`src/rbb_pkg.sv`:
```
// rbb_pkg: shared types, constants and the reciprocal table of the running box blur
// no dependencies; used by every module of the block except rbb_ram

package rbb_pkg;

  localparam int unsigned NumChan    = 4;
  localparam int unsigned ChanBits   = 16;
  localparam int unsigned PixBits    = NumChan * ChanBits;
  localparam int unsigned SumBits    = ChanBits + 6;
  localparam int unsigned RadiusBits = 5;
  localparam int unsigned RadiusCap  = 31;
  localparam int unsigned RecipShift = 24;
  localparam int unsigned RecipBits  = RecipShift + 1;
  localparam int unsigned ProdBits   = SumBits + RecipBits;
  localparam int unsigned QueueDepth = 4;
  localparam int unsigned QPtrW      = $clog2(QueueDepth);
  localparam int unsigned QCntW      = $clog2(QueueDepth + 1);

  localparam logic [ChanBits-1:0] ChanMax = '1;

  typedef logic [ChanBits-1:0]   chan_t;
  typedef logic [PixBits-1:0]    pixel_t;
  typedef logic [SumBits-1:0]    sum_t;
  typedef logic [RadiusBits-1:0] radius_t;
  typedef logic [RecipBits-1:0]  recip_t;
  typedef logic [ProdBits-1:0]   prod_t;

  typedef struct packed {
    logic [15:0] red_in;
    logic [15:0] green_in;
    logic [15:0] blue_in;
    logic [15:0] alpha_in;
    logic        line_end_in;
  } pix_in_t;

  typedef struct packed {
    logic [15:0] red_out;
    logic [15:0] green_out;
    logic [15:0] blue_out;
    logic [15:0] alpha_out;
    logic        line_end_out;
  } pix_out_t;

  // one sum update: optional add of the new pixel, optional drop of an old one
  typedef struct packed {
    logic   add_en;
    pixel_t add_pix;
    logic   sub_en;
    logic   emit;
    logic   last_out;
    logic   clr;
  } op_t;

  typedef struct packed {
    op_t    op;
    pixel_t sub_pix;
  } qentry_t;

  typedef struct packed {
    logic [QCntW-1:0] count;
    logic             empty;
    logic             full;
  } q_status_t;

  typedef struct packed {
    logic flushing;
    logic s1_valid;
  } front_status_t;

  // round(2^24 / (2r + 1))
  function automatic recip_t recip_lut(input radius_t r);
    recip_t v;
    case (r)
      5'd0:    v = 25'd16777216;
      5'd1:    v = 25'd5592405;
      5'd2:    v = 25'd3355443;
      5'd3:    v = 25'd2396745;
      5'd4:    v = 25'd1864135;
      5'd5:    v = 25'd1525201;
      5'd6:    v = 25'd1290555;
      5'd7:    v = 25'd1118481;
      5'd8:    v = 25'd986895;
      5'd9:    v = 25'd883011;
      5'd10:   v = 25'd798915;
      5'd11:   v = 25'd729444;
      5'd12:   v = 25'd671089;
      5'd13:   v = 25'd621378;
      5'd14:   v = 25'd578525;
      5'd15:   v = 25'd541201;
      5'd16:   v = 25'd508400;
      5'd17:   v = 25'd479349;
      5'd18:   v = 25'd453438;
      5'd19:   v = 25'd430185;
      5'd20:   v = 25'd409200;
      5'd21:   v = 25'd390168;
      5'd22:   v = 25'd372827;
      5'd23:   v = 25'd356962;
      5'd24:   v = 25'd342392;
      5'd25:   v = 25'd328965;
      5'd26:   v = 25'd316551;
      5'd27:   v = 25'd305040;
      5'd28:   v = 25'd294337;
      5'd29:   v = 25'd284360;
      5'd30:   v = 25'd275036;
      default: v = 25'd266305;
    endcase
    return v;
  endfunction

endpackage

```
`src/rbb_queue.sv`:
```
// rbb_queue: short fifo of sum updates between the front and back parts
// depends on rbb_pkg for the entry and status types

module rbb_queue (
  input  logic               clk_i,
  input  logic               rst_ni,
  input  logic               push_i,
  input  rbb_pkg::qentry_t   entry_i,
  input  logic               pop_i,
  output rbb_pkg::qentry_t   head_o,
  output rbb_pkg::q_status_t status_o
);

  rbb_pkg::qentry_t               entries_q [rbb_pkg::QueueDepth];
  logic [rbb_pkg::QPtrW-1:0]      wr_ptr_q, rd_ptr_q;
  logic [rbb_pkg::QCntW-1:0]      count_q;

  always_ff @(posedge clk_i) begin
    if (push_i) begin
      entries_q[wr_ptr_q] <= entry_i;
    end
  end

  always_ff @(posedge clk_i or negedge rst_ni) begin
    if (!rst_ni) begin
      wr_ptr_q <= '0;
      rd_ptr_q <= '0;
      count_q  <= '0;
    end else begin
      if (push_i) begin
        wr_ptr_q <= wr_ptr_q + rbb_pkg::QPtrW'(1);
      end
      if (pop_i) begin
        rd_ptr_q <= rd_ptr_q + rbb_pkg::QPtrW'(1);
      end
      if (push_i && !pop_i) begin
        count_q <= count_q + rbb_pkg::QCntW'(1);
      end else if (pop_i && !push_i) begin
        count_q <= count_q - rbb_pkg::QCntW'(1);
      end
    end
  end

  assign head_o         = entries_q[rd_ptr_q];
  assign status_o.count = count_q;
  assign status_o.empty = (count_q == '0);
  assign status_o.full  = (count_q == rbb_pkg::QCntW'(rbb_pkg::QueueDepth));

endmodule

```
`config.mk`:
```
export PLATFORM = sky130hd
export DESIGN_NAME = rbb_queue
export DESIGN_NICKNAME = d
export VERILOG_FILES = /design/src/rbb_pkg.sv /design/src/rbb_queue.sv
export SDC_FILE = /design/constraint.sdc
export NUM_CORES = 1
export LEC_CHECK = 0
export BUFFER_PORTS_ARGS = -buffer_cell sky130_fd_sc_hd__buf_2
export CORE_AREA = 4 4 191 193
export CTS_CLUSTER_DIAMETER = 120
export CTS_CLUSTER_SIZE = 25
export DETAILED_ROUTE_END_ITERATION = 6
export DIE_AREA = 0 0 195 197
export GPL_ROUTABILITY_DRIVEN = 0
export PLACE_DENSITY = 0.81
export SLEW_MARGIN = 5
export SYNTH_ARGS = -nofsm -noshare
export SYNTH_HDL_FRONTEND = slang
export SYNTH_SLANG_ARGS = --single-unit
```
`constraint.sdc`:
```
create_clock -name clk_i -period 6.1 [get_ports clk_i]
set_clock_uncertainty 0.2 [all_clocks]
set_input_delay 0.61 -clock clk_i [delete_from_list [all_inputs] [get_ports clk_i]]
set_output_delay 0.61 -clock clk_i [all_outputs]
set_load 0.02 [all_outputs]
```
==> flow_metrics.tcl <==
set metrics [dict create \
    yosys.area.top_type "sky130_fd_sc_hd__edfxtp_1" \
    outcome "completed" \
    drc 0 \
    cts.htree.levels 1 \
    cp_data_required_time_ns 5.29 \
    area_growth_syn_to_layout_pct 13.26 \
    core_area_sq_um 34540 \
    postSynthCellCount 729 \
    detailed_place.area_sq_um 21450 \
    grt_util_all_layers 0.1865 \
    die_area_sq_um 38420 \
    synth.top_cells.by_area "sky130_fd_sc_hd__edfxtp_1, sky130_fd_sc_hd__mux4_2, sky130_fd_sc_hd__dfrtp_1, sky130_fd_sc_hd__buf_2, sky130_fd_sc_hd__buf_6" \
    initial_core_util 0.5660 \
    tritoncts "yes" \
    route.antenna.remaining_nets 0 \
    setup_total_negative_slack_ns 0 \
    ioPinCount 275 \
    grt_antenna_before_repair 9 \
    drive_above_1_share 0.4411 \
    yosysUniqueCellTypes 19 \
    count_of_pins_over_their_slew_limit 0 \
    final_design_area_no_fill_sq_um 22140 \
    r2r_start "wr_ptr_q[0]$_DFFE_PN0P_" \
    max-cap-violations 0 \
    regToRegSetupSlack_ns 3.56 \
    netlist.area_leader.share 0.8172 \
    final_cell_count_no_fill 1476 \
    p_leak_uw 0.007402 \
    cts.reportedPaths.clkPinSlew_ns 0.10 \
    routed_wirelength_mm 35.95 \
    achievable-frequency_ghz 0.2665 \
    avgViaCountPerCell 5.772 \
    detailedRoute.firstPassIterationCount 4 \
    hold_viol_final 0 \
    place_inst 1437 \
    finalWorstSetupSlack_ns 2.348 \
    post_cts_resize_count 0 \
    hold_path_class "in2reg" \
    slew-limit-headroom 0.3468 \
    timing.critical_path.from_type "flop" \
    cts-buffers-inserted 25 \
    fp.dieW_um 195 \
    place_worst_setup_slack_ns 2.827 \
    routedWlPerCell_um 24.35 \
    dp_hpwl_mm 21.99 \
    routed-via-count 8519 \
    number_of_global_route_vias_before_repair 9062 \
    cts_root_buf "sky130_fd_sc_hd__clkbuf_16" \
    critical_path_arrival_ns 2.94 \
    post-route-min-period_ns 3.752 \
    crit_path_start "rd_ptr_q[0]$_DFFE_PN0P_" \
    grt_max_degree 76 \
    number_of_setup_violations_in_the_final_report 0 \
    final_clock_period_utilization_by_the_worst_path 0.6151 \
    mostFrequentLayoutCells "sky130_fd_sc_hd__edfxtp_1, sky130_fd_sc_hd__buf_2, sky130_fd_sc_hd__mux4_2" \
    synth_sequential_area_ratio 0.8261 \
    holdBufCountCts 1 \
    vdd.ir_drop.worst_mv 0.3248 \
    synth-warning-count 0 \
    post_synth_instance_area_sq_um 19550 \
    dr.first_iter.drc_count 558 \
    synthesis.nets 872 \
    globalRouteOverflowTotal 0 \
    num_rows 68 \
    worst-setup-path-type "reg2out" \
    port-buffer-count 274 \
    final_nets 1153 \
    timing_worst_slew_pin_value_ns 0.9798 \
    fin_util 0.6410 \
    grt_setup_unrepaired "false" \
    clock_tree.buffer_depth 3 \
    grt_pass1_wl_mm 55.25 \
    cts_setup_buffers 0 \
    leading_cell_type_in_the_layout_fill_and_taps_excluded "sky130_fd_sc_hd__edfxtp_1" \
    avg_inst_size_synth_sq_um 26.82 \
    total_power_per_unit_cell_area_nw_per_um2 470.5 \
    clk_latency_ns 0.56 \
    synth_seq_cells 539 \
    min-delay-start "pop_i" \
    critical_path_endpoint_category "output port" \
    die_height_um 197 \
    cts.sink_count 539 \
    worst-path-max-fanout 63 \
]
sequential cells by signal, indices dropped and copies added, names as in the netlist:
| signal | cells |
|---|---|
| wr_ptr_q | 2 |
| entries_q | 532 |
| count_q | 3 |
| rd_ptr_q | 2 |
critical path, stage by stage (launching register included):
cell                      delay (ns)
sky130_fd_sc_hd__dfrtp_4        1.00
sky130_fd_sc_hd__buf_12         0.49
sky130_fd_sc_hd__mux4_2         0.60
sky130_fd_sc_hd__buf_2          0.18
synth_stat cells (all sizes together):
cell and count:
mux4 133, dfrtp 7, nor2 1, nand2 2, nor3b 1, xnor2 2
buf 24, mux2 1, fa 1, nor3 1, inv 4, o21ai 1
xor2 4, ha 5, and2 4, edfxtp 532, clkbuf 6
where the power goes:
part / leakage, uW / switching [uW] / internal [uW]
sequential: 0.00497 / 339 / 4840
combinational: 0.00211 / 2040 / 1430
clock: 0.000326 / 1020 / 761
total: 0.00740 / 3400 / 7020
area by class of cell:
cell class                      count  area [sq um]
Clock buffer                       34         659.4
Antenna cell                        3         7.507
Sequential cell                   539         16160
Timing Repair Buffer              284          1511
Multi-Input combinational cell    156          3206
Fill cell                        2302         12400
Inverter                            4         15.01
Clock inverter                      1         16.27
Tap cell                          455         569.3
logic make-up (layout without fill, tap and decap cells):
kind of cell	after synthesis	after routing	synth area share
other	0	3	0
buffers and inverters	34	323	0.01043
AOI/OAI and AO/OA	1	1	0.0002558
DFF	539	539	0.8261
xor gates and xnor gates	6	6	0.002688
muxes	134	134	0.1538
and+or+nand+nor	9	9	0.002496
adders and majority gates	6	6	0.004224
per-layer routing:
| layer | part of all wire | track usage | wire length (um) |
|---|---|---|---|
| met2 | 0.52 | 0.3104 | 18510 |
| met1 | 0.38 | 0.2532 | 13620 |
| met3 | 0.084 | 0.05316 | 3033 |
| met4 | 0.019 | 0.04060 | 686 |
| met5 | 0.0025 | 0 | 90 |
path summary, 6_finish.rpt:
| kind | to | depth (start not counted) |
|---|---|---|
| min | rd_ptr_q[0]$_DFFE_PN0P_ | 2 |
| min reg2reg | wr_ptr_q[0]$_DFFE_PN0P_ | 1 |
| max in group asynchronous | rd_ptr_q[0]$_DFFE_PN0P_ | 2 |
| max reg2reg | entries_q[2][78]$_DFFE_PP_ | 4 |
| max | head_o[1] | 3 |
| min in group asynchronous | count_q[2]$_DFFE_PN0P_ | 2 |
metrics by stage:
step,power [uW],hold WS (ns)
5_1_grt,10940,0.01650
4_1_cts,10590,0.01168
3_5_place_dp,8818,0.2631
6_report,10420,0.04697
3_3_place_gp,8723,0.2551
2_1_floorplan,7689,0.1144
Note: power is estimated with default switching activity, not from simulation.
