### src/rbb_pkg.sv
// rbb_pkg: shared types, constants and the reciprocal table of the running box blur
// no dependencies; used by every module of the block except rbb_ram

package rbb_pkg;

  localparam int unsigned NumChan    = 4;
  localparam int unsigned ChanBits   = 16;
  localparam int unsigned PixBits    = NumChan * ChanBits;
  localparam int unsigned SumBits    = ChanBits + 6;
  localparam int unsigned RadiusBits = 5;
  localparam int unsigned RadiusCap  = 31;
  localparam int unsigned RecipShift = 24;
  localparam int unsigned RecipBits  = RecipShift + 1;
  localparam int unsigned ProdBits   = SumBits + RecipBits;
  localparam int unsigned QueueDepth = 4;
  localparam int unsigned QPtrW      = $clog2(QueueDepth);
  localparam int unsigned QCntW      = $clog2(QueueDepth + 1);

  localparam logic [ChanBits-1:0] ChanMax = '1;

  typedef logic [ChanBits-1:0]   chan_t;
  typedef logic [PixBits-1:0]    pixel_t;
  typedef logic [SumBits-1:0]    sum_t;
  typedef logic [RadiusBits-1:0] radius_t;
  typedef logic [RecipBits-1:0]  recip_t;
  typedef logic [ProdBits-1:0]   prod_t;

  typedef struct packed {
    logic [15:0] red_in;
    logic [15:0] green_in;
    logic [15:0] blue_in;
    logic [15:0] alpha_in;
    logic        line_end_in;
  } pix_in_t;

  typedef struct packed {
    logic [15:0] red_out;
    logic [15:0] green_out;
    logic [15:0] blue_out;
    logic [15:0] alpha_out;
    logic        line_end_out;
  } pix_out_t;

  // one sum update: optional add of the new pixel, optional drop of an old one
  typedef struct packed {
    logic   add_en;
    pixel_t add_pix;
    logic   sub_en;
    logic   emit;
    logic   last_out;
    logic   clr;
  } op_t;

  typedef struct packed {
    op_t    op;
    pixel_t sub_pix;
  } qentry_t;

  typedef struct packed {
    logic [QCntW-1:0] count;
    logic             empty;
    logic             full;
  } q_status_t;

  typedef struct packed {
    logic flushing;
    logic s1_valid;
  } front_status_t;

  // round(2^24 / (2r + 1))
  function automatic recip_t recip_lut(input radius_t r);
    recip_t v;
    case (r)
      5'd0:    v = 25'd16777216;
      5'd1:    v = 25'd5592405;
      5'd2:    v = 25'd3355443;
      5'd3:    v = 25'd2396745;
      5'd4:    v = 25'd1864135;
      5'd5:    v = 25'd1525201;
      5'd6:    v = 25'd1290555;
      5'd7:    v = 25'd1118481;
      5'd8:    v = 25'd986895;
      5'd9:    v = 25'd883011;
      5'd10:   v = 25'd798915;
      5'd11:   v = 25'd729444;
      5'd12:   v = 25'd671089;
      5'd13:   v = 25'd621378;
      5'd14:   v = 25'd578525;
      5'd15:   v = 25'd541201;
      5'd16:   v = 25'd508400;
      5'd17:   v = 25'd479349;
      5'd18:   v = 25'd453438;
      5'd19:   v = 25'd430185;
      5'd20:   v = 25'd409200;
      5'd21:   v = 25'd390168;
      5'd22:   v = 25'd372827;
      5'd23:   v = 25'd356962;
      5'd24:   v = 25'd342392;
      5'd25:   v = 25'd328965;
      5'd26:   v = 25'd316551;
      5'd27:   v = 25'd305040;
      5'd28:   v = 25'd294337;
      5'd29:   v = 25'd284360;
      5'd30:   v = 25'd275036;
      default: v = 25'd266305;
    endcase
    return v;
  endfunction

endpackage

### src/rbb_front.sv
// rbb_front: accepts pixels, writes the history ring and turns each pixel and each
// line-end flush step into a sum update for the queue; depends on rbb_pkg

module rbb_front #(
  parameter int unsigned HistDepth = 63
) (
  input  logic                           clk_i,
  input  logic                           rst_ni,
  input  rbb_pkg::radius_t               eff_radius_i,
  input  logic                           in_valid_i,
  output logic                           in_stall_o,
  input  rbb_pkg::pix_in_t               in_data_i,
  input  logic [rbb_pkg::QCntW-1:0]      q_count_i,
  output logic                           ram_we_o,
  output logic [$clog2(HistDepth)-1:0]   ram_waddr_o,
  output rbb_pkg::pixel_t                ram_wdata_o,
  output logic                           ram_re_o,
  output logic [$clog2(HistDepth)-1:0]   ram_raddr_o,
  input  rbb_pkg::pixel_t                ram_rdata_i,
  output logic                           push_o,
  output rbb_pkg::qentry_t               push_entry_o,
  output rbb_pkg::front_status_t         status_o
);

  localparam int unsigned SlotW = $clog2(HistDepth);
  localparam int unsigned PosW  = $clog2(HistDepth + 1);
  localparam int unsigned ExtW  = PosW + 1;
  localparam int unsigned OccW  = rbb_pkg::QCntW + 1;

  typedef enum logic [1:0] {
    FrStream = 2'b01,
    FrFlush  = 2'b10
  } front_state_e;

  front_state_e           state_q, state_d;
  logic [PosW-1:0]        lp_q, lp_d;
  logic [SlotW-1:0]       ring_q, ring_d;
  logic [PosW-1:0]        off_q, off_d;
  logic [PosW-1:0]        left_q, left_d;
  logic                   s1_valid_q;
  rbb_pkg::op_t           s1_op_q;

  logic [PosW-1:0]        r_pos, w_pos, lp_new, pending, first_off;
  logic                   credit_ok, accept, flush_go, issue, r_zero, in_last;
  rbb_pkg::op_t           op_d;
  logic [SlotW-1:0]       raddr;
  rbb_pkg::pixel_t        in_pix;

  // slot of the pixel written off places before the current ring slot
  function automatic logic [SlotW-1:0] slot_back(input logic [SlotW-1:0] ring,
                                                 input logic [PosW-1:0]  off);
    logic [ExtW-1:0] ring_ext, off_ext, res;
    ring_ext = ExtW'(ring);
    off_ext  = ExtW'(off);
    if (off_ext <= ring_ext) begin
      res = ring_ext - off_ext;
    end else begin
      res = ring_ext + ExtW'(HistDepth) - off_ext;
    end
    return res[SlotW-1:0];
  endfunction

  assign in_pix  = {in_data_i.alpha_in, in_data_i.blue_in,
                    in_data_i.green_in, in_data_i.red_in};
  assign in_last = in_data_i.line_end_in;

  assign r_pos  = PosW'(eff_radius_i);
  assign w_pos  = (r_pos << 1) | PosW'(1);
  assign r_zero = (eff_radius_i == '0);
  assign lp_new = (lp_q < PosW'(HistDepth)) ? lp_q + PosW'(1) : lp_q;
  assign pending   = (lp_new < r_pos) ? lp_new : r_pos;
  assign first_off = pending + r_pos;

  // one queue slot is reserved for the update sitting in the read stage
  assign credit_ok  = (OccW'(q_count_i) + OccW'(s1_valid_q)) < OccW'(rbb_pkg::QueueDepth);
  assign in_stall_o = (state_q != FrStream) || !credit_ok;
  assign accept     = in_valid_i && !in_stall_o;
  assign flush_go   = (state_q == FrFlush) && credit_ok;
  assign issue      = accept || flush_go;

  always_comb begin
    op_d = '0;
    if (state_q == FrFlush) begin
      op_d.sub_en   = (off_q < lp_q);
      op_d.emit     = 1'b1;
      op_d.last_out = (left_q == PosW'(1));
      op_d.clr      = (left_q == PosW'(1));
      raddr         = slot_back(ring_q, off_q);
    end else begin
      op_d.add_en   = 1'b1;
      op_d.add_pix  = in_pix;
      op_d.sub_en   = (lp_q >= w_pos);
      op_d.emit     = (lp_new > r_pos);
      op_d.last_out = in_last && r_zero;
      op_d.clr      = in_last && r_zero;
      raddr         = slot_back(ring_q, w_pos);
    end
  end

  always_comb begin
    state_d = state_q;
    lp_d    = lp_q;
    ring_d  = ring_q;
    off_d   = off_q;
    left_d  = left_q;
    case (state_q)
      FrStream: begin
        if (accept) begin
          if (in_last && r_zero) begin
            lp_d   = '0;
            ring_d = '0;
          end else if (in_last) begin
            lp_d    = lp_new;
            off_d   = first_off;
            left_d  = pending;
            state_d = FrFlush;
          end else begin
            lp_d   = lp_new;
            ring_d = (ring_q == SlotW'(HistDepth - 1)) ? '0 : ring_q + SlotW'(1);
          end
        end
      end
      FrFlush: begin
        if (flush_go) begin
          off_d  = off_q - PosW'(1);
          left_d = left_q - PosW'(1);
          if (left_q == PosW'(1)) begin
            state_d = FrStream;
            lp_d    = '0;
            ring_d  = '0;
          end
        end
      end
      default: begin
        state_d = FrStream;
      end
    endcase
  end

  always_ff @(posedge clk_i or negedge rst_ni) begin
    if (!rst_ni) begin
      state_q    <= FrStream;
      lp_q       <= '0;
      ring_q     <= '0;
      off_q      <= '0;
      left_q     <= '0;
      s1_valid_q <= 1'b0;
    end else begin
      state_q    <= state_d;
      lp_q       <= lp_d;
      ring_q     <= ring_d;
      off_q      <= off_d;
      left_q     <= left_d;
      s1_valid_q <= issue;
    end
  end

  always_ff @(posedge clk_i) begin
    if (issue) begin
      s1_op_q <= op_d;
    end
  end

  assign ram_we_o    = accept;
  assign ram_waddr_o = ring_q;
  assign ram_wdata_o = in_pix;
  assign ram_re_o    = issue;
  assign ram_raddr_o = raddr;

  assign push_o               = s1_valid_q;
  assign push_entry_o.op      = s1_op_q;
  assign push_entry_o.sub_pix = ram_rdata_i;

  assign status_o.flushing = (state_q == FrFlush);
  assign status_o.s1_valid = s1_valid_q;

endmodule

### config.mk
export PLATFORM = sky130hd
export DESIGN_NAME = rbb_front
export DESIGN_NICKNAME = d
export VERILOG_FILES = /design/src/rbb_pkg.sv /design/src/rbb_front.sv
export SDC_FILE = /design/constraint.sdc
export NUM_CORES = 1
export LEC_CHECK = 0
export BUFFER_PORTS_ARGS = -buffer_cell sky130_fd_sc_hd__buf_2
export CAP_MARGIN = 20
export CORE_ASPECT_RATIO = 1.75
export CORE_MARGIN = 4
export CORE_UTILIZATION = 25
export CTS_BUF_LIST = sky130_fd_sc_hd__clkbuf_8
export DETAILED_ROUTE_END_ITERATION = 7
export HOLD_SLACK_MARGIN = 0.02
export SYNTH_ARGS = -nofsm -noshare
export SYNTH_HDL_FRONTEND = slang
export SYNTH_SLANG_ARGS = --single-unit
### constraint.sdc
create_clock -name clk_i -period 3.7 [get_ports clk_i]
set_input_delay 0 -clock clk_i [delete_from_list [all_inputs] [get_ports clk_i]]
set_output_delay 0 -clock clk_i [all_outputs]
set_load 0.01 [all_outputs]
==> results of run 1 <==
## synth_stat cells, drive strengths merged, types with 3 or more instances
cell / count
buf: 131
nor2b: 71
edfxtp: 68
ha: 50
a21oi: 36
o21ai: 36
inv: 31
dfrtp: 26
nand2: 25
nor2: 24
clkbuf: 18
a21o: 13
xor2: 12
and3: 10
nand3: 10
xnor2: 10
mux2i: 8
a31oi: 6
mux2: 6
nand2b: 5
nor3: 5
o22ai: 5
and2: 4
fa: 4
nor3b: 4
a211oi: 3
o211ai: 3
o21a: 3
o31ai: 3
## worst min path at each step
stage                     cells past startpoint                      to             from  slack, ns
after floorplan                               0   left_q[0]$_DFFE_PN0P_           rst_ni      -0.30
final                                         5  state_q[0]$_DFFE_PN1P_     in_data_i[0]       0.08
after global placement                        0        push_entry_o[10]  ram_rdata_i[10]    0.00007
after detailed placement                      0        push_entry_o[10]  ram_rdata_i[10]    0.00007
after global routing                          5  state_q[0]$_DFFE_PN1P_     in_data_i[0]       0.07
after CTS                                     5  state_q[0]$_DFFE_PN1P_     in_data_i[0]       0.02
## registers in the layout, summed over array words and instances (netlist names)
signal and flops:
push_o 1, lp_q 6, off_q 6, left_q 6, state_q 2, ram_waddr_o 6, push_entry_o 68
## tightest hold or removal path, delay by kind of cell
family          cells  cell delay, ns
compound gates      3            0.25
simple gates        1            0.11
buf+inv             1            0.13
## metal layers
layer  track usage [%]  routed length (µm)  vias up
met1             12.80                7190     2687
met5                 0                  41        -
met4             6.341                 712        6
met3             4.185                1694       47
met2             26.12               11420      328
li1                  -                   -     2692
## kinds of logic after synthesis
| logic type | share of synthesized area (%) |
|---|---|
| buffers and inverters | 17.34 |
| AND/OR/NAND/NOR | 13.50 |
| AO/OA/AOI/OAI | 12.46 |
| flip-flops | 40.47 |
| adder cells (fa/ha/maj) | 10.50 |
| XOR/XNOR | 3.538 |
| multiplexers | 2.197 |
## cell type report
cell class | instances | area share [%]
multi-input cells | 388 | 32.58
flip-flops and latches | 95 | 29.94
repair buffers | 389 | 29.66
well taps | 324 | 4.464
clock buffers | 9 | 1.364
inverters | 31 | 1.281
clock inverters | 7 | 0.7027
## repair_timing
action / CTS / global route
buffers inserted: 3 / 7
gates resized for setup: 6 / 6
endpoints found under the hold margin: 155 / 0
hold buffers: 129 / 0
endpoints found under the setup margin: 3 / 4
pin swaps: 15 / 12
## power groups by stage
stage          clock network (mW)  logic (mW)  registers [mW]
2_1_floorplan                   0        2.63            1.83
3_3_place_gp                    0        3.78            1.78
3_5_place_dp                    0        3.85            1.79
4_1_cts                     0.735        4.07            1.77
5_1_grt                     0.759        4.60            1.80
6_report                    0.686        4.14            1.77
## per-stage QoR
stage | area (µm²) | setup WS [ns]
after floorplan | 6758 | -0.03315
after global placement | 7458 | -0.02397
after detailed placement | 7458 | -0.09198
after CTS | 8999 | -0.05463
after global routing | 9081 | -0.1081
final | 9081 | 0.04768
## placed cells by master, fill, tap and decap left out, types with 3 or more instances in the layout
| master | instances |
|---|---|
| dfrtp_1 | 26 |
| edfxtp_1 | 68 |
| nor3_1 | 5 |
| fa_1 | 3 |
| inv_1 | 31 |
| buf_2 | 226 |
| o22ai_1 | 5 |
| mux2_2 | 3 |
| a21oi_2 | 5 |
| dlygate4sd3_1 | 129 |
| ha_4 | 4 |
| nand2_1 | 25 |
| mux2i_1 | 8 |
| buf_4 | 32 |
| ha_1 | 44 |
| a21oi_1 | 31 |
| nand2b_1 | 5 |
| o21ai_0 | 28 |
| nand3_1 | 10 |
| nor3b_1 | 4 |
| mux2_4 | 3 |
| nor2_1 | 24 |
| o21ai_1 | 7 |
| xor2_1 | 11 |
| and3_1 | 10 |
| xnor2_1 | 10 |
| o21a_1 | 3 |
| a21o_1 | 12 |
| and2_1 | 3 |
| a31oi_1 | 6 |
| nor2b_1 | 70 |
| clkbuf_8 | 9 |
| o211ai_1 | 3 |
==> results.py, run 1 <==
metrics = {
    "logic_synthesis": {
        "yosysWarnings": 0,
        "synth.area.top_cells": "edfxtp_1, buf_4, dfrtp_1",
        "async_flop_share_pct": 28.42,
        "synth_edf_count": 68,
        "synth_top_area_share_pct": 30.39,
        "ys_ff_latch": 95,
        "synth_flop_cell": "edfxtp_1",
        "synth_cells": 663,
        "ys_seq_area_share_pct": 40.47,
        "ys_types": 56,
        "syn_area_per_cell_um2": 10.13,
        "syn_nets": 857,
        "synth_largest_area_cell": "edfxtp_1",
        "synthesis.area_um2": 6719,
    },
    "clock_tree": {
        "cts.path.max_buffers": 2,
        "root_buffer": "clkbuf_8",
        "cts_tree": "done",
        "htree_num_levels": 3,
        "cts_sinks": 95,
        "cts_buffers": 9,
        "clk_pin_slew_worst_paths_ns": 0.11,
        "clk_latency_ns": 0.40,
    },
    "worst_setup_path": {
        "worstReg2RegStart": "lp_q[1]$_DFFE_PN0P_",
        "cp.depth": 18,
        "cp.required_ns": 4.03,
        "cpPeakStageDelay_ns": 0.38,
        "crit_path_start_kind": "flop",
        "critPathKind": "flop to flop",
        "crit_arrival_ns": 3.99,
        "path_max_fanout": 3,
        "cp_top_family": "compound AO/OA/AOI/OAI gates",
        "critPathCapture": "off_q[4]$_DFFE_PN0P_",
        "cp_slowest_cell": "dfrtp_1",
        "crit_path_end_kind": "flop",
        "r2r_cells": 18,
        "r2r_slack_ns": 0.05,
        "rr_endpoint": "off_q[4]$_DFFE_PN0P_",
        "crit_buf_inv": 3,
        "path_cells": "ha_2 > and2_4 > nand4_1 > buf_4 > mux2_4 > ha_4 > nor2b_4 > o21ai_2 > o211ai_1 > buf_4 > mux2_4 > buf_6 > fa_2 > a21o_1 > a21oi_2 > xnor2_1 > o22ai_1 > a21oi_1",
        "cp-startpoint": "lp_q[1]$_DFFE_PN0P_",
    },
    "detailed_routing": {
        "drt-initial-drc-count": 232,
        "drc_errors": 0,
        "routed_wl_um": 21060,
        "drtAntennaViolNets": 0,
        "vias_per_cell": 4.634,
        "drt_first_pass_iters": 5,
        "num_vias": 5760,
        "wl_per_cell_um": 16.94,
    },
    "outcome": {
        "status": "finished clean",
    },
    "layout": {
        "postLayoutCoreUtil_pct": 34.15,
        "fin_cells": 1243,
        "synthToLayoutAreaGrowth_pct": 35.16,
        "fill_cells": 2580,
        "drive_gt1_share_pct": 33.51,
        "nets": 1108,
        "antenna_cells": 0,
        "regArea_um2": 2719,
        "multiInputGateArea_um2": 2959,
    },
    "sta": {
        "whs_ns": 0.08320,
        "grt_setup_unrepaired": "true",
        "hold_violations": 0,
        "setup_tns_ns": 0,
        "fin_worst_skew_ns": 0.01429,
        "fin_crit_ns": 3.652,
        "maxSlewViolCount": 0,
        "setup_viol": 0,
        "relSlewSlack_pct": 46.39,
        "max_freq_mhz": 273.8,
        "post-route-period-util_pct": 98.71,
        "worstMarginPinSlew_ns": 0.8042,
    },
    "global_route": {
        "grt_max_degree": 66,
        "grt_pass1_vias": 5911,
        "grt_overflow": 0,
        "antenna_found_initial": 3,
        "track_usage_pct": 13.50,
        "grt_pass1_wl_um": 31400,
    },
    "flow_run": {
        "max_cap_viol_count": 0,
    },
    "placed_design": {
        "placed_cells": 1088,
        "portBuffers": 226,
        "place.gp.congestion": 0.8212,
        "dp_hpwl_um": 14710,
    },
    "floorplan": {
        "start_util_pct": 25.27,
        "io_pins": 355,
        "core_area_um2": 26590,
        "die_y_um": 224.9,
        "die_area_um2": 29670,
        "die_w_um": 131.9,
        "row_count": 79,
    },
    "pwr": {
        "pwr-share-clk_pct": 10.4,
        "p_seq_share_pct": 26.8,
        "p_int_mw": 3.685,
        "power_mw": 6.590,
        "vdd_drop_max_mv": 0.6050,
        "pwr-share-comb_pct": 62.8,
        "leakage_nw": 4.113,
        "p_switching_mw": 2.904,
        "swShare_pct": 44.08,
        "p_per_area_nw_per_um2": 725.6,
    },
    "min_path": {
        "min_path_type": "input port to flop",
    },
}
No activity file was read; power rests on OpenSTA's default activity.
==> run 2: changes to the inputs <==
REMOVE_ABC_BUFFERS = 1   (was unset)
==> run 2 against run 1 <==
Compared with the run above: register-to-register slack better by 0.06 ns; power is 0.29% higher; via count is 1.3% higher; combinational power hardly changed; first-iteration DRC count is 2.2% lower; critical path type unchanged; largest cell class unchanged; largest power group unchanged; highest routed layer unchanged.
==> results.py, run 2 (synthesis results as in run 1) <==
metrics = {
    "global_route": {
        "grt_max_degree": 74,
        "grt_pass1_wl_um": 38880,
        "grt_overflow": 0,
        "antenna_found_initial": 13,
        "track_usage_pct": 17.95,
        "grt_pass1_vias": 5781,
    },
    "sta": {
        "setup_viol": 0,
        "layout_setup_ws_ns": 0.1029,
        "maxSlewViolCount": 0,
        "post-route-period-util_pct": 97.22,
        "worstMarginPinSlew_ns": 0.8664,
        "fin_worst_skew_ns": 0.01370,
        "relSlewSlack_pct": 42.24,
        "hold_violations": 0,
        "fin_crit_ns": 3.597,
        "grt_setup_unrepaired": "true",
        "whs_ns": 0.1075,
        "max_freq_mhz": 278.0,
    },
    "pwr": {
        "vdd_drop_max_mv": 0.5872,
        "leakage_nw": 4.124,
        "power_mw": 6.609,
        "p_per_area_nw_per_um2": 724.4,
    },
    "worst_setup_path": {
        "path_cells": "ha_2 > and2_4 > nand4_1 > and3_4 > a21oi_4 > ha_4 > a21o_1 > a21oi_2 > o211ai_1 > buf_4 > mux2_4 > ha_4 > a21o_1 > a21oi_2 > nor2b_1 > o21a_1 > o32ai_2 > a21oi_1",
        "cp_top_family": "compound AO/OA/AOI/OAI gates",
        "crit_arrival_ns": 3.87,
        "crit_path_start_kind": "flop",
        "cpPeakStageDelay_ns": 0.37,
        "cp.required_ns": 3.98,
        "r2r_slack_ns": 0.10,
        "cp_slowest_cell": "dfrtp_1",
        "path_max_fanout": 3,
        "worstReg2RegStart": "lp_q[1]$_DFFE_PN0P_",
        "crit_buf_inv": 1,
        "critPathKind": "flop to flop",
        "cp-startpoint": "lp_q[1]$_DFFE_PN0P_",
        "crit_path_end_kind": "flop",
    },
    "floorplan": {
        "die_y_um": 224.9,
        "io_pins": 355,
        "row_count": 79,
        "die_w_um": 131.9,
        "core_area_um2": 26590,
        "start_util_pct": 25.27,
        "die_area_um2": 29670,
    },
    "clock_tree": {
        "cts.path.max_buffers": 2,
        "htree_num_levels": 3,
        "clk_latency_ns": 0.41,
        "cts_sinks": 95,
        "clk_pin_slew_worst_paths_ns": 0.10,
        "cts_tree": "done",
        "cts_buffers": 9,
        "root_buffer": "clkbuf_8",
    },
    "layout": {
        "mostFrequentLayoutCell": "buf_2",
        "fin_cells": 1249,
        "drive_gt1_share_pct": 33.59,
        "synthToLayoutAreaGrowth_pct": 35.77,
        "fill_cells": 2635,
        "mostFrequentLayoutCells": "buf_2, dlygate4sd3_1, nor2b_1, edfxtp_1, ha_1",
        "largest_reg_flops": 68,
        "nets": 1109,
    },
    "min_path": {
        "hp-start": "eff_radius_i[3]",
        "min_path_type": "input port to flop",
    },
    "placed_design": {
        "portBuffers": 226,
        "dp_hpwl_um": 20720,
        "place.gp.congestion": 0.8383,
        "pre_cts_ws_ns": -0.1230,
        "placed_cells": 1091,
    },
    "detailed_routing": {
        "routed_wl_um": 27480,
        "wl_per_cell_um": 22.00,
        "drt-initial-drc-count": 227,
        "drtAntennaViolNets": 0,
        "drc_errors": 0,
        "num_vias": 5833,
        "vias_per_cell": 4.670,
        "drt_first_pass_iters": 4,
    },
    "flow_run": {
        "max_cap_viol_count": 0,
    },
    "outcome": {
        "status": "finished clean",
    },
}
==> run 2: power breakdown <==
| part | switching (mW) | internal (mW) | leakage (nW) |
|---|---|---|---|
| registers | 0.263 | 1.52 | 0.962 |
| logic | 2.25 | 1.89 | 3.06 |
| clock network | 0.419 | 0.262 | 0.0996 |
==> run 2: area by class of cell <==
cell class | count | area, µm² | area share, %
inverters | 31 | 116.4 | 1.276
clock buffers | 9 | 123.9 | 1.358
clock inverters | 7 | 65.06 | 0.7132
well taps | 324 | 405.4 | 4.444
repair buffers | 390 | 2703 | 29.63
diodes | 5 | 12.51 | 0.1372
flip-flops and latches | 95 | 2719 | 29.80
multi-input cells | 388 | 2978 | 32.64
==> run 2: metal layers <==
| layer | global-route usage, % | routed length (µm) | vias to the layer above |
|---|---|---|---|
| met5 | 0.9804 | 69 | - |
| met4 | 6.884 | 878 | 6 |
| met3 | 6.625 | 2469 | 43 |
| met2 | 30.91 | 13390 | 288 |
| met1 | 20.13 | 10680 | 2802 |
| li1 | - | - | 2694 |
==> run 2: timing repair <==
item                                    in CTS  in global routing
gates resized for setup                      7                 16
hold endpoints to repair                   156                  0
setup buffers                                4                  2
gates cloned                                 0                  0
hold buffers                               131                  0
pin swaps                                    6                 13
endpoints found under the setup margin       3                  4
==> run 2: worst reg2reg max path, stage by stage (launching register included) <==
cell and delay [ns]:
dfrtp_1 0.37, ha_2 0.20, and2_4 0.15, nand4_1 0.15, and3_4 0.23, a21oi_4 0.16
ha_4 0.23, a21o_1 0.16, a21oi_2 0.14, o211ai_1 0.15, buf_4 0.18, mux2_4 0.33
ha_4 0.21, a21o_1 0.16, a21oi_2 0.16, nor2b_1 0.06, o21a_1 0.19, o32ai_2 0.19
a21oi_1 0.06
==> run 2: final timing paths <==
path / endpoint / depth (start not counted)
max: off_q[5]$_DFFE_PN0P_ / 18
min: left_q[3]$_DFFE_PN0P_ / 3
max reg2reg: off_q[5]$_DFFE_PN0P_ / 18
min reg2reg: state_q[0]$_DFFE_PN1P_ / 2
max in group asynchronous: lp_q[3]$_DFFE_PN0P_ / 2
min in group asynchronous: off_q[0]$_DFFE_PN0P_ / 2
==> run 2: through the flow <==
| step | utilization, % | area (µm²) | setup TNS, ns |
|---|---|---|---|
| floorplan | - | 5670 | -31.95 |
| global placement | 27.99 | 7442 | -0.1563 |
| detailed placement | 27.99 | 7442 | -0.2369 |
| CTS | 33.82 | 8994 | -0.01083 |
| global route | 34.31 | 9123 | -0.1193 |
| finish | 34.31 | 9123 | 0 |
